## src/hw/rtl/bfap_ram.sv

```systemverilog
// generic single-port write, single-port registered read memory
module bfap_ram #(
  parameter int Width = 8,
  parameter int Depth = 16
) (
  input  logic                     clk,
  input  logic                     we,
  input  logic [$clog2(Depth)-1:0] waddr,
  input  logic [Width-1:0]         wdata,
  input  logic [$clog2(Depth)-1:0] raddr,
  output logic [Width-1:0]         rdata
);
  logic [Width-1:0] mem [Depth];

  always_ff @(posedge clk) begin
    if (we) begin
      mem[waddr] <= wdata;
    end
    rdata <= mem[raddr];
  end
endmodule

```

## config.mk

```make
export PLATFORM = sky130hd
export DESIGN_NAME = bfap_ram
export DESIGN_NICKNAME = d
export VERILOG_FILES = /design/src/hw/rtl/bfap_ram.sv
export SDC_FILE = /design/constraint.sdc
export NUM_CORES = 1
export LEC_CHECK = 0
export ABC_AREA = 1
export BUFFER_PORTS_ARGS = -buffer_cell sky130_fd_sc_hd__clkbuf_2
export CAP_MARGIN = 20
export CORE_MARGIN = 2
export CORE_UTILIZATION = 45
export CTS_CLUSTER_SIZE = 40
export DETAILED_ROUTE_END_ITERATION = 10
export GPL_TIMING_DRIVEN = 0
export HOLD_SLACK_MARGIN = 0.02
export SYNTH_ARGS = -nofsm -noshare
export SYNTH_HDL_FRONTEND = slang
export SYNTH_SLANG_ARGS = --single-unit
```

## constraint.sdc

```tcl
create_clock -name clk -period 1.8 [get_ports clk]
set_input_delay 0.54 -clock clk [delete_from_list [all_inputs] [get_ports clk]]
set_output_delay 0.54 -clock clk [all_outputs]
set_load 0.03 [all_outputs]
```

Word-level counts from Yosys, hierarchy flattened:

Memory sizes are Yosys's and may differ from the RTL's. A register that Yosys moved wholly into a read port is not among the register bits.
Cells that the tools add are included.

* memories kept: 1
* bits in registers: 0
* bits in writable memories: 128
* word-level logic and storage cells: 3
* input port bits: 18
* output and inout port bits: 8

* multiplexer cells: 2

Memory list
* mem: words 16, bits a word 8, rd ports 1, clocked after Yosys merged registers in 1, wr ports 1, line 13 `logic [Width-1:0] mem [Depth];`

Operator list (number)
* $mux 1: 2

Longest topological paths before layout:

Gate-level depths: netlist of run 1.

* depth after elaboration: 2
* depth in mapped cells: 8

Worst setup path before layout of run 1:

OpenSTA, ideal clock, no wires.

* path kind: in2reg
* from: input port waddr[2]
* to: memory mem[10][0], enable pin
* slack: 0.309 ns
* stages on the path: 2
* arrival time: 1.121 ns
* library setup time: 0.370 ns
* data required time: 1.430 ns
* cells stage by stage: nand3b_1 > nor2_1

RTL lines
* start: declaration: line 8 `input logic [$clog2(Depth)-1:0] waddr,`
* end: declaration: line 13

No word-level cell before the write port.

Final worst setup path of run 1:

* from: input port waddr[1]
* to: memory mem[13][3], enable pin

No word-level cell before the write port.

==> results of run 1 <==
==> report_power, final <==
part	switching [uW]	internal, uW
logic	359	135
registers	17.5	3540
clock network	1200	2010
==> routing by layer <==
metal  part of all wire, %  GRT usage [%]
met5                     0              0
met4                   2.1           6.75
met3                   6.7           4.07
met2                    47           32.5
met1                    44           30.7
==> layout make-up <==
class	instances	area share, %
tap	172	3.24
timing repair buffer	22	1.66
inverter	102	5.77
clock buffer	21	6.63
multi-input combinational	289	18.3
clock inverter	11	1.60
buffer	24	2.51
sequential	136	60.3
==> state kept, by name, indices dropped and copies added (netlist names) <==
signal / flops
rdata: 8
mem: 128
==> metrics by stage <==
stage / instances / cell area (um2)
2_1_floorplan: 551 / 5770
3_3_place_gp: 745 / 6090
3_5_place_dp: 745 / 6090
4_1_cts: 777 / 6640
5_1_grt: 777 / 6640
6_report: 777 / 6640
==> worst max path at each step <==
stage | slack [ns] | to | cells past startpoint
6_report | 0.16 | mem[13][3] | 4
5_1_grt | 0.08 | mem[13][0] | 4
4_1_cts | 0.16 | mem[13][0] | 4
3_5_place_dp | -0.24 | mem[7][0] | 3
3_3_place_gp | -0.21 | mem[12][0] | 4
2_1_floorplan | 0.31 | mem[10][0] | 2
==> cells by family after synthesis <==
group                  synth area share (%)
AND/OR/NAND/NOR                        21.0
buffers and inverters                  9.52
flip-flops                             69.4
==> placed cells by master (no fill, tap or decap), types with 3 or more instances in the layout <==
| master | instances |
|---|---|
| buf_2 | 13 |
| buf_4 | 4 |
| buf_6 | 6 |
| clkbuf_1 | 4 |
| clkbuf_16 | 17 |
| clkbuf_2 | 22 |
| clkinv_1 | 3 |
| clkinv_2 | 4 |
| dfxtp_1 | 8 |
| edfxtp_1 | 128 |
| inv_1 | 100 |
| nand2_1 | 173 |
| nand3_1 | 97 |
| nor2_1 | 17 |
==> critical path: stages <==
cell	delay, ns
clkbuf_2	0.10
inv_1	0.07
nand2_1	0.12
nor2_1	0.82
==> flow_summary.yaml, run 1 <==
critical_path:
  worstSetupPathType: "in2reg"
  worst_setup_path_end_kind: "flop"
  crit_fanout: 8
  reg2reg_to: "rdata[0]"
  arrival_ns: 1.66
  start_kind: "input pin"
  reg2reg_setup_slack_ns: 0.75
  crit_required_ns: 1.82
  worstRegToRegCells: 6
  rr_startpoint: "mem[0][0]"
  critPathLaunch: "waddr[1]"
detailed_routing:
  ant_nets: 0
  route.detailed.wl_per_inst_um: 17.5
  vias_per_cell: 4.91
  drc: 0
  drt-initial-drc-count: 396
  firstDrtPassIters: 5
  drt_wl_total_mm: 13.6
  num_vias: 3817
global_route:
  grt_overflow_total: 0
  grt_pass1_wl_mm: 20.4
  antenna_found_initial: 0
  first_global_vias: 3492
  grt_max_degree: 17
  gr-usage-all-layers_pct: 21.2
cts:
  htreeDepth: 4
  postCtsSetupRepairBufs: 0
  cts_tree: "done"
  root_buffer: "clkbuf_16"
  cts.sinks: 136
  clockBufferDepth: 2
  cts_hold_buf: 0
  cts_buffers: 17
  clock_latency_ns: 0.40
  path_clk_slew_ns: 0.05
  cts_resized: 0
yosys:
  synth_edf_count: 128
  yosys.area.top_type: "edfxtp_1"
  ys_ff_latch: 136
  synth_area_leaders: "edfxtp_1 (67%), nand2_1 (11%), nand3_1 (8.4%)"
  yosysUniqueCellTypes: 12
  yosysWarnings: 0
  synth_top_area_share_pct: 66.7
  yosysMostFrequentCell: "nand2_1"
  netlist_instances: 551
  synth_common_cells: "nand2_1 (173), edfxtp_1 (128), inv_1 (100)"
  synth_async_sr_flop_share_pct: 0
  syn-num-nets: 569
  yosysSeqAreaShare_pct: 69.4
  ys.flop_type: "edfxtp_1"
  syn_avg_cell_area_um2: 10.5
  syn_area_mm2: 0.00577
layout:
  multiInputGateArea_mm2: 0.00121
  drive_above_1_share_pct: 11.9
  areaGrowthSynthToFinish_pct: 15.1
  n_fill_cell: 1083
  antenna_cells: 0
  num-nets-final: 610
  final-seq-area_mm2: 0.00400
  final_util_pct: 52.8
sta:
  max-slew-margin-rel_pct: 30.8
  fin_crit_ns: 1.64
  tightest_slew_ns: 1.03
  period_share_pct: 91.1
  fmax_mhz: 610
  timing.setup.tns_ns: 0
  finalSetupViolations: 0
  fin_skew_ns: 0.00403
  slew_viol_final: 0
  holdWs_ns: 0.570
  hold_viol: 0
  timing.final.ws_setup_ns: 0.161
  rsz0062_at_grt: "false"
floorplan:
  die_h_um: 117
  dieArea_mm2: 0.0137
  io_pins: 26
  coreArea_mm2: 0.0126
  start_util_pct: 45.9
  die_w_um: 117
  row_count: 41
worst_hold_path:
  min_path_type: "in2reg"
  hold-path-cell-count: 4
  min_to: "rdata[1]"
  min_from: "raddr[2]"
status:
  status: "completed"
placed_design:
  place_ws_ns: -0.239
  numPortBuffers: 22
  dp_hpwl_mm: 8.81
  gp_congestion: 0.911
power:
  p_total_uw: 7260
  p_leak_uw: 0.00288
  ir_drop_mv: 0.627
  power_density_mw_per_mm2: 1090
job:
  cap_violations: 0
Note: power is estimated with default switching activity, not from simulation.
==> inputs of run 2 (changes only) <==
--- a/config.mk
+++ b/config.mk
@@ -14,6 +14,7 @@
 export DETAILED_ROUTE_END_ITERATION = 10
 export GPL_TIMING_DRIVEN = 0
 export HOLD_SLACK_MARGIN = 0.02
+export RECOVER_POWER = 25
 export SYNTH_ARGS = -nofsm -noshare
 export SYNTH_HDL_FRONTEND = slang
 export SYNTH_SLANG_ARGS = --single-unit
==> constraint.sdc (replaced) <==
create_clock -name clk -period 1.8 [get_ports clk]
set_input_delay 0.36 -clock clk [delete_from_list [all_inputs] [get_ports clk]]
set_output_delay 0.36 -clock clk [all_outputs]
set_load 0.03 [all_outputs]
==> flow_summary.yaml, run 2 (same netlist as run 1, synthesis figures left out) <==
detailed_routing:
  ant_nets: 0
  drt-initial-drc-count: 363
  num_vias: 3819
  met3_length_um: 988
  routed.top_layer: "met4"
  met1_length_mm: 6.01
  drt_wl_total_mm: 13.7
  firstDrtPassIters: 6
  drc: 0
  vias_per_cell: 4.92
  route.detailed.wl_per_inst_um: 17.6
  met2WireLength_mm: 6.38
critical_path:
  start_kind: "input pin"
  worstSetupPathType: "in2reg"
  crit_slowest_cell: "nor2_1"
  crit_required_ns: 1.83
  crit_chain: "clkbuf_2 > nand3b_1 > nor2_1"
  critical-path-max-stage-delay_ns: 0.76
  arrival_ns: 1.48
  crit_fanout: 8
  worst_setup_path_end_kind: "flop"
floorplan:
  die_w_um: 117
  dieArea_mm2: 0.0137
  row_count: 41
  coreArea_mm2: 0.0126
  io_pins: 26
  start_util_pct: 45.9
  die_h_um: 117
cts:
  cts_resized: 0
  clock_latency_ns: 0.41
  root_buffer: "clkbuf_16"
  path_clk_slew_ns: 0.05
  cts_buffers: 17
  cts_tree: "done"
  cts.sinks: 136
  postCtsSetupRepairBufs: 0
  clockBufferDepth: 2
  cts_hold_buf: 0
  htreeDepth: 4
sta:
  period_share_pct: 80.6
  fin_crit_ns: 1.45
  slew_viol_final: 0
  fin_skew_ns: 0.00412
  max-slew-margin-rel_pct: 31.5
  fmax_mhz: 690
  rsz0062_at_grt: "false"
  hold_viol: 0
  timing.final.ws_setup_ns: 0.350
  tightest_slew_ns: 1.02
  finalSetupViolations: 0
placed_design:
  gp_congestion: 0.911
  dp_hpwl_mm: 8.81
  numPortBuffers: 22
  place_ws_ns: -0.0595
layout:
  regMostFlops: "mem"
  n_fill_cell: 1088
  final_cell_mix: "nand2_1 (173), edfxtp_1 (128), inv_1 (100)"
  num-nets-final: 610
  final_util_pct: 52.8
  antenna_cells: 0
  largestRegisters: "mem (128), rdata (8)"
  drive_above_1_share_pct: 10.9
  largest_register_ffs: 128
  final_common_cell: "nand2_1"
  areaGrowthSynthToFinish_pct: 15.0
global_route:
  antenna_found_initial: 0
  first_global_vias: 3492
  grt_max_degree: 17
  grt_overflow_total: 0
  gr-usage-all-layers_pct: 21.2
  grt_pass1_wl_mm: 20.4
worst_hold_path:
  min_path_type: "in2reg"
power:
  p_leak_uw: 0.00286
  ir_drop_mv: 0.628
  power_density_mw_per_mm2: 1100
job:
  cap_violations: 0
status:
  status: "completed"
run 2: cell count changes in the layout (fill, tap and decap cells not counted):
cell | previous run | this run
clkbuf_1 | 4 | 10
clkbuf_2 | 22 | 16
run 2: through the flow:
step / area (um2) / total power [uW] / hold slack, ns / instances / setup TNS [ns]
2_1_floorplan: 5770 / 3910 / 0.459 / 551 / 0
3_3_place_gp: 6090 / 4110 / 0.678 / 745 / -0.265
3_5_place_dp: 6090 / 4110 / 0.684 / 745 / -1.94
4_1_cts: 6640 / 7290 / 0.389 / 777 / 0
5_1_grt: 6630 / 7480 / 0.424 / 777 / 0
6_report: 6630 / 7270 / 0.392 / 777 / 0
run 2: layer usage:
layer	track usage [%]	up-vias
met5	0	-
met4	6.75	0
met3	4.07	16
met2	32.5	144
met1	30.7	1803
li1	-	1856
run 2: final cells by class:
type | instances | area (um2) | share of cell area, %
Multi-Input combinational cell | 289 | 1210 | 18.3
Timing Repair Buffer | 22 | 103 | 1.55
Tap cell | 172 | 215 | 3.25
Clock inverter | 11 | 106 | 1.60
Buffer | 24 | 166 | 2.51
Sequential cell | 136 | 4000 | 60.4
Clock buffer | 21 | 440 | 6.64
Inverter | 102 | 383 | 5.77
run 2: report_power, final:
| part | switching [uW] | internal [uW] |
|---|---|---|
| combinational | 360 | 133 |
| sequential | 17.4 | 3540 |
| clock | 1200 | 2010 |
run 2: path summary, 6_finish.rpt:
check                  start  slack (ns)  depth (start not counted)         to
setup reg to reg   mem[2][0]        0.75                          6   rdata[0]
hold / removal      raddr[2]        0.39                          4   rdata[1]
hold reg to reg   mem[11][6]        0.69                          6   rdata[6]
setup / recovery    waddr[3]        0.35                          3  mem[7][1]
run 2: worst max-delay path: cells and delay by family:
family | cells | cell delay (ns)
buffers and inverters | 1 | 0.10
and+or+nand+nor | 2 | 1.01
==> inputs of run 3 (changes only) <==
--- a/config.mk
+++ b/config.mk
@@ -5,7 +5,7 @@
 export SDC_FILE = /design/constraint.sdc
 export NUM_CORES = 1
 export LEC_CHECK = 0
-export ABC_AREA = 1
+export ABC_AREA = 0
 export BUFFER_PORTS_ARGS = -buffer_cell sky130_fd_sc_hd__clkbuf_2
 export CAP_MARGIN = 20
 export CORE_MARGIN = 2
==> constraint.sdc (replaced) <==
create_clock -name clk -period 1.4 [get_ports clk]
set_input_delay 0.28 -clock clk [delete_from_list [all_inputs] [get_ports clk]]
set_output_delay 0.28 -clock clk [all_outputs]
set_load 0.03 [all_outputs]
==> flow_summary.yaml, run 3 <==
yosys:
  netlist_instances: 229
  syn-num-nets: 247
  synth_top_area_share_pct: 74.7
  synth_edf_count: 128
  synth_async_sr_flop_share_pct: 0
  yosysSeqAreaShare_pct: 77.8
  syn_area_mm2: 0.00515
  yosysWarnings: 0
  yosysMostFrequentCell: "edfxtp_1"
  syn_avg_cell_area_um2: 22.5
  ys_ff_latch: 136
  ys.flop_type: "edfxtp_1"
  synth_common_cells: "edfxtp_1 (128), mux4_2 (18), a22oi_1 (16)"
  synth_area_leaders: "edfxtp_1 (75%), mux4_2 (7.9%), mux4_1 (7.1%)"
  yosysUniqueCellTypes: 19
  yosys.area.top_type: "edfxtp_1"
global_route:
  grt_overflow_total: 0
  grt_max_degree: 17
  grt_pass1_wl_mm: 14.3
  gr-usage-all-layers_pct: 16.8
  antenna_found_initial: 0
  first_global_vias: 2441
detailed_routing:
  met3_length_um: 491
  drc: 0
  num_vias: 2350
  vias_per_cell: 5.48
  met1_length_mm: 4.29
  met2WireLength_mm: 4.59
  routed.top_layer: "met4"
  route.detailed.wl_per_inst_um: 22.5
  drt_wl_total_mm: 9.64
  firstDrtPassIters: 4
  ant_nets: 0
  drt-initial-drc-count: 123
cts:
  htreeDepth: 4
  root_buffer: "clkbuf_16"
  cts_tree: "done"
  clock_latency_ns: 0.41
  cts_buffers: 17
  path_clk_slew_ns: 0.06
  cts.sinks: 136
  clockBufferDepth: 2
  postCtsSetupRepairBufs: 0
  cts_hold_buf: 0
layout:
  antenna_cells: 0
  largestRegisters: "mem (128), rdata (8)"
  num-nets-final: 291
  largest_register_ffs: 128
  n_fill_cell: 858
  regMostFlops: "mem"
  final_common_cell: "edfxtp_1"
  final_cell_mix: "edfxtp_1 (128), clkbuf_2 (19), mux4_2 (18)"
  final_util_pct: 54.3
  areaGrowthSynthToFinish_pct: 19.0
  instances_no_fill: 429
  drive_above_1_share_pct: 32.2
floorplan:
  start_util_pct: 45.7
  die_h_um: 111
  io_pins: 26
  die_w_um: 111
  dieArea_mm2: 0.0123
  coreArea_mm2: 0.0113
  row_count: 39
sta:
  slew_viol_final: 0
  fin_skew_ns: 0.00904
  tightest_slew_ns: 0.813
  holdWs_ns: 0.347
  fin_crit_ns: 1.35
  finalSetupViolations: 0
  period_share_pct: 96.7
  timing.final.ws_setup_ns: 0.0456
  hold_viol: 0
  rsz0062_at_grt: "true"
  fmax_mhz: 738
  max-slew-margin-rel_pct: 45.6
worst_hold_path:
  min_from: "wdata[2]"
  min_path_type: "in2reg"
  min_to: "mem[15][2]"
  hold-path-cell-count: 1
placed_design:
  numPortBuffers: 24
  place_ws_ns: -0.417
  dp_cells: 397
  dp_hpwl_mm: 6.06
  gp_congestion: 0.739
critical_path:
  arrival_ns: 1.64
  worstSetupPathType: "reg2reg"
  reg2reg_setup_slack_ns: 0.05
  reg2reg_to: "rdata[7]"
  crit_required_ns: 1.69
  rr_startpoint: "mem[11][7]"
  worstRegToRegCells: 3
  crit_fanout: 1
  start_kind: "flop"
  worst_setup_path_end_kind: "flop"
job:
  cap_violations: 0
power:
  power_density_mw_per_mm2: 1570
  ir_drop_mv: 0.741
  p_leak_uw: 0.00204
  p_total_uw: 9610
status:
  status: "completed"
run 3: cell count changes after synthesis, moves of 14 or more:
cell,before,now
mux4_2,0,18
mux4_1,0,14
inv_1,100,0
nand3_1,97,1
nand2_1,173,9
a22oi_1,0,16
run 3: kinds of logic after synthesis:
| logic type | synth area share (%) |
|---|---|
| flip-flops | 77.8 |
| AND/OR/NAND/NOR | 3.18 |
| multiplexers | 15.0 |
| AO/OA/AOI/OAI | 2.33 |
| buffers and inverters | 1.68 |
run 3: layout make-up:
class,instances,area [um2],share of cell area [%]
Multi-Input combinational cell,83,1120,18.2
Sequential cell,136,4000,65.4
Timing Repair Buffer,25,121,1.98
Tap cell,143,179,2.92
Buffer,10,93.8,1.53
Clock inverter,14,181,2.96
Clock buffer,18,429,7.01
run 3: where the power goes:
| group | internal [uW] | switching (uW) |
|---|---|---|
| clock network | 2960 | 1580 |
| logic | 187 | 312 |
| registers | 4560 | 19.6 |
run 3: worst max-delay path by stage:
stage,startpoint,endpoint,slack (ns)
2_1_floorplan,raddr[0],rdata[1],-0.02
3_3_place_gp,we,mem[12][1],-0.54
3_5_place_dp,raddr[0],rdata[7],-0.42
4_1_cts,mem[5][0],rdata[0],0.01
5_1_grt,waddr[0],mem[10][2],-0.04
6_report,mem[11][7],rdata[7],0.05
run 3: repair_timing:
action / 4_1_cts / 5_1_grt
gates resized for setup: 1 / 5
setup endpoints to repair: 1 / 26
gates cloned: 0 / 0
run 3: layer usage:
metal | up-vias | GRT usage [%]
met5 | - | 0
met4 | 0 | 7.25
met3 | 17 | 4.87
met2 | 66 | 25.7
met1 | 1209 | 22.8
li1 | 1058 | -
run 3: stage by stage:
step | setup TNS (ns) | cell area (um2)
finish | 0 | 6120
global route | -0.642 | 6120
CTS | 0 | 6110
detailed placement | -40.27 | 5490
global placement | -41.31 | 5490
floorplan | -0.0929 | 5190
run 3: worst max-delay path: stages (launching register included):
cell and delay [ns]:
edfxtp_1 0.36, mux4_2 0.48, a22oi_2 0.31, nand2_1 0.08
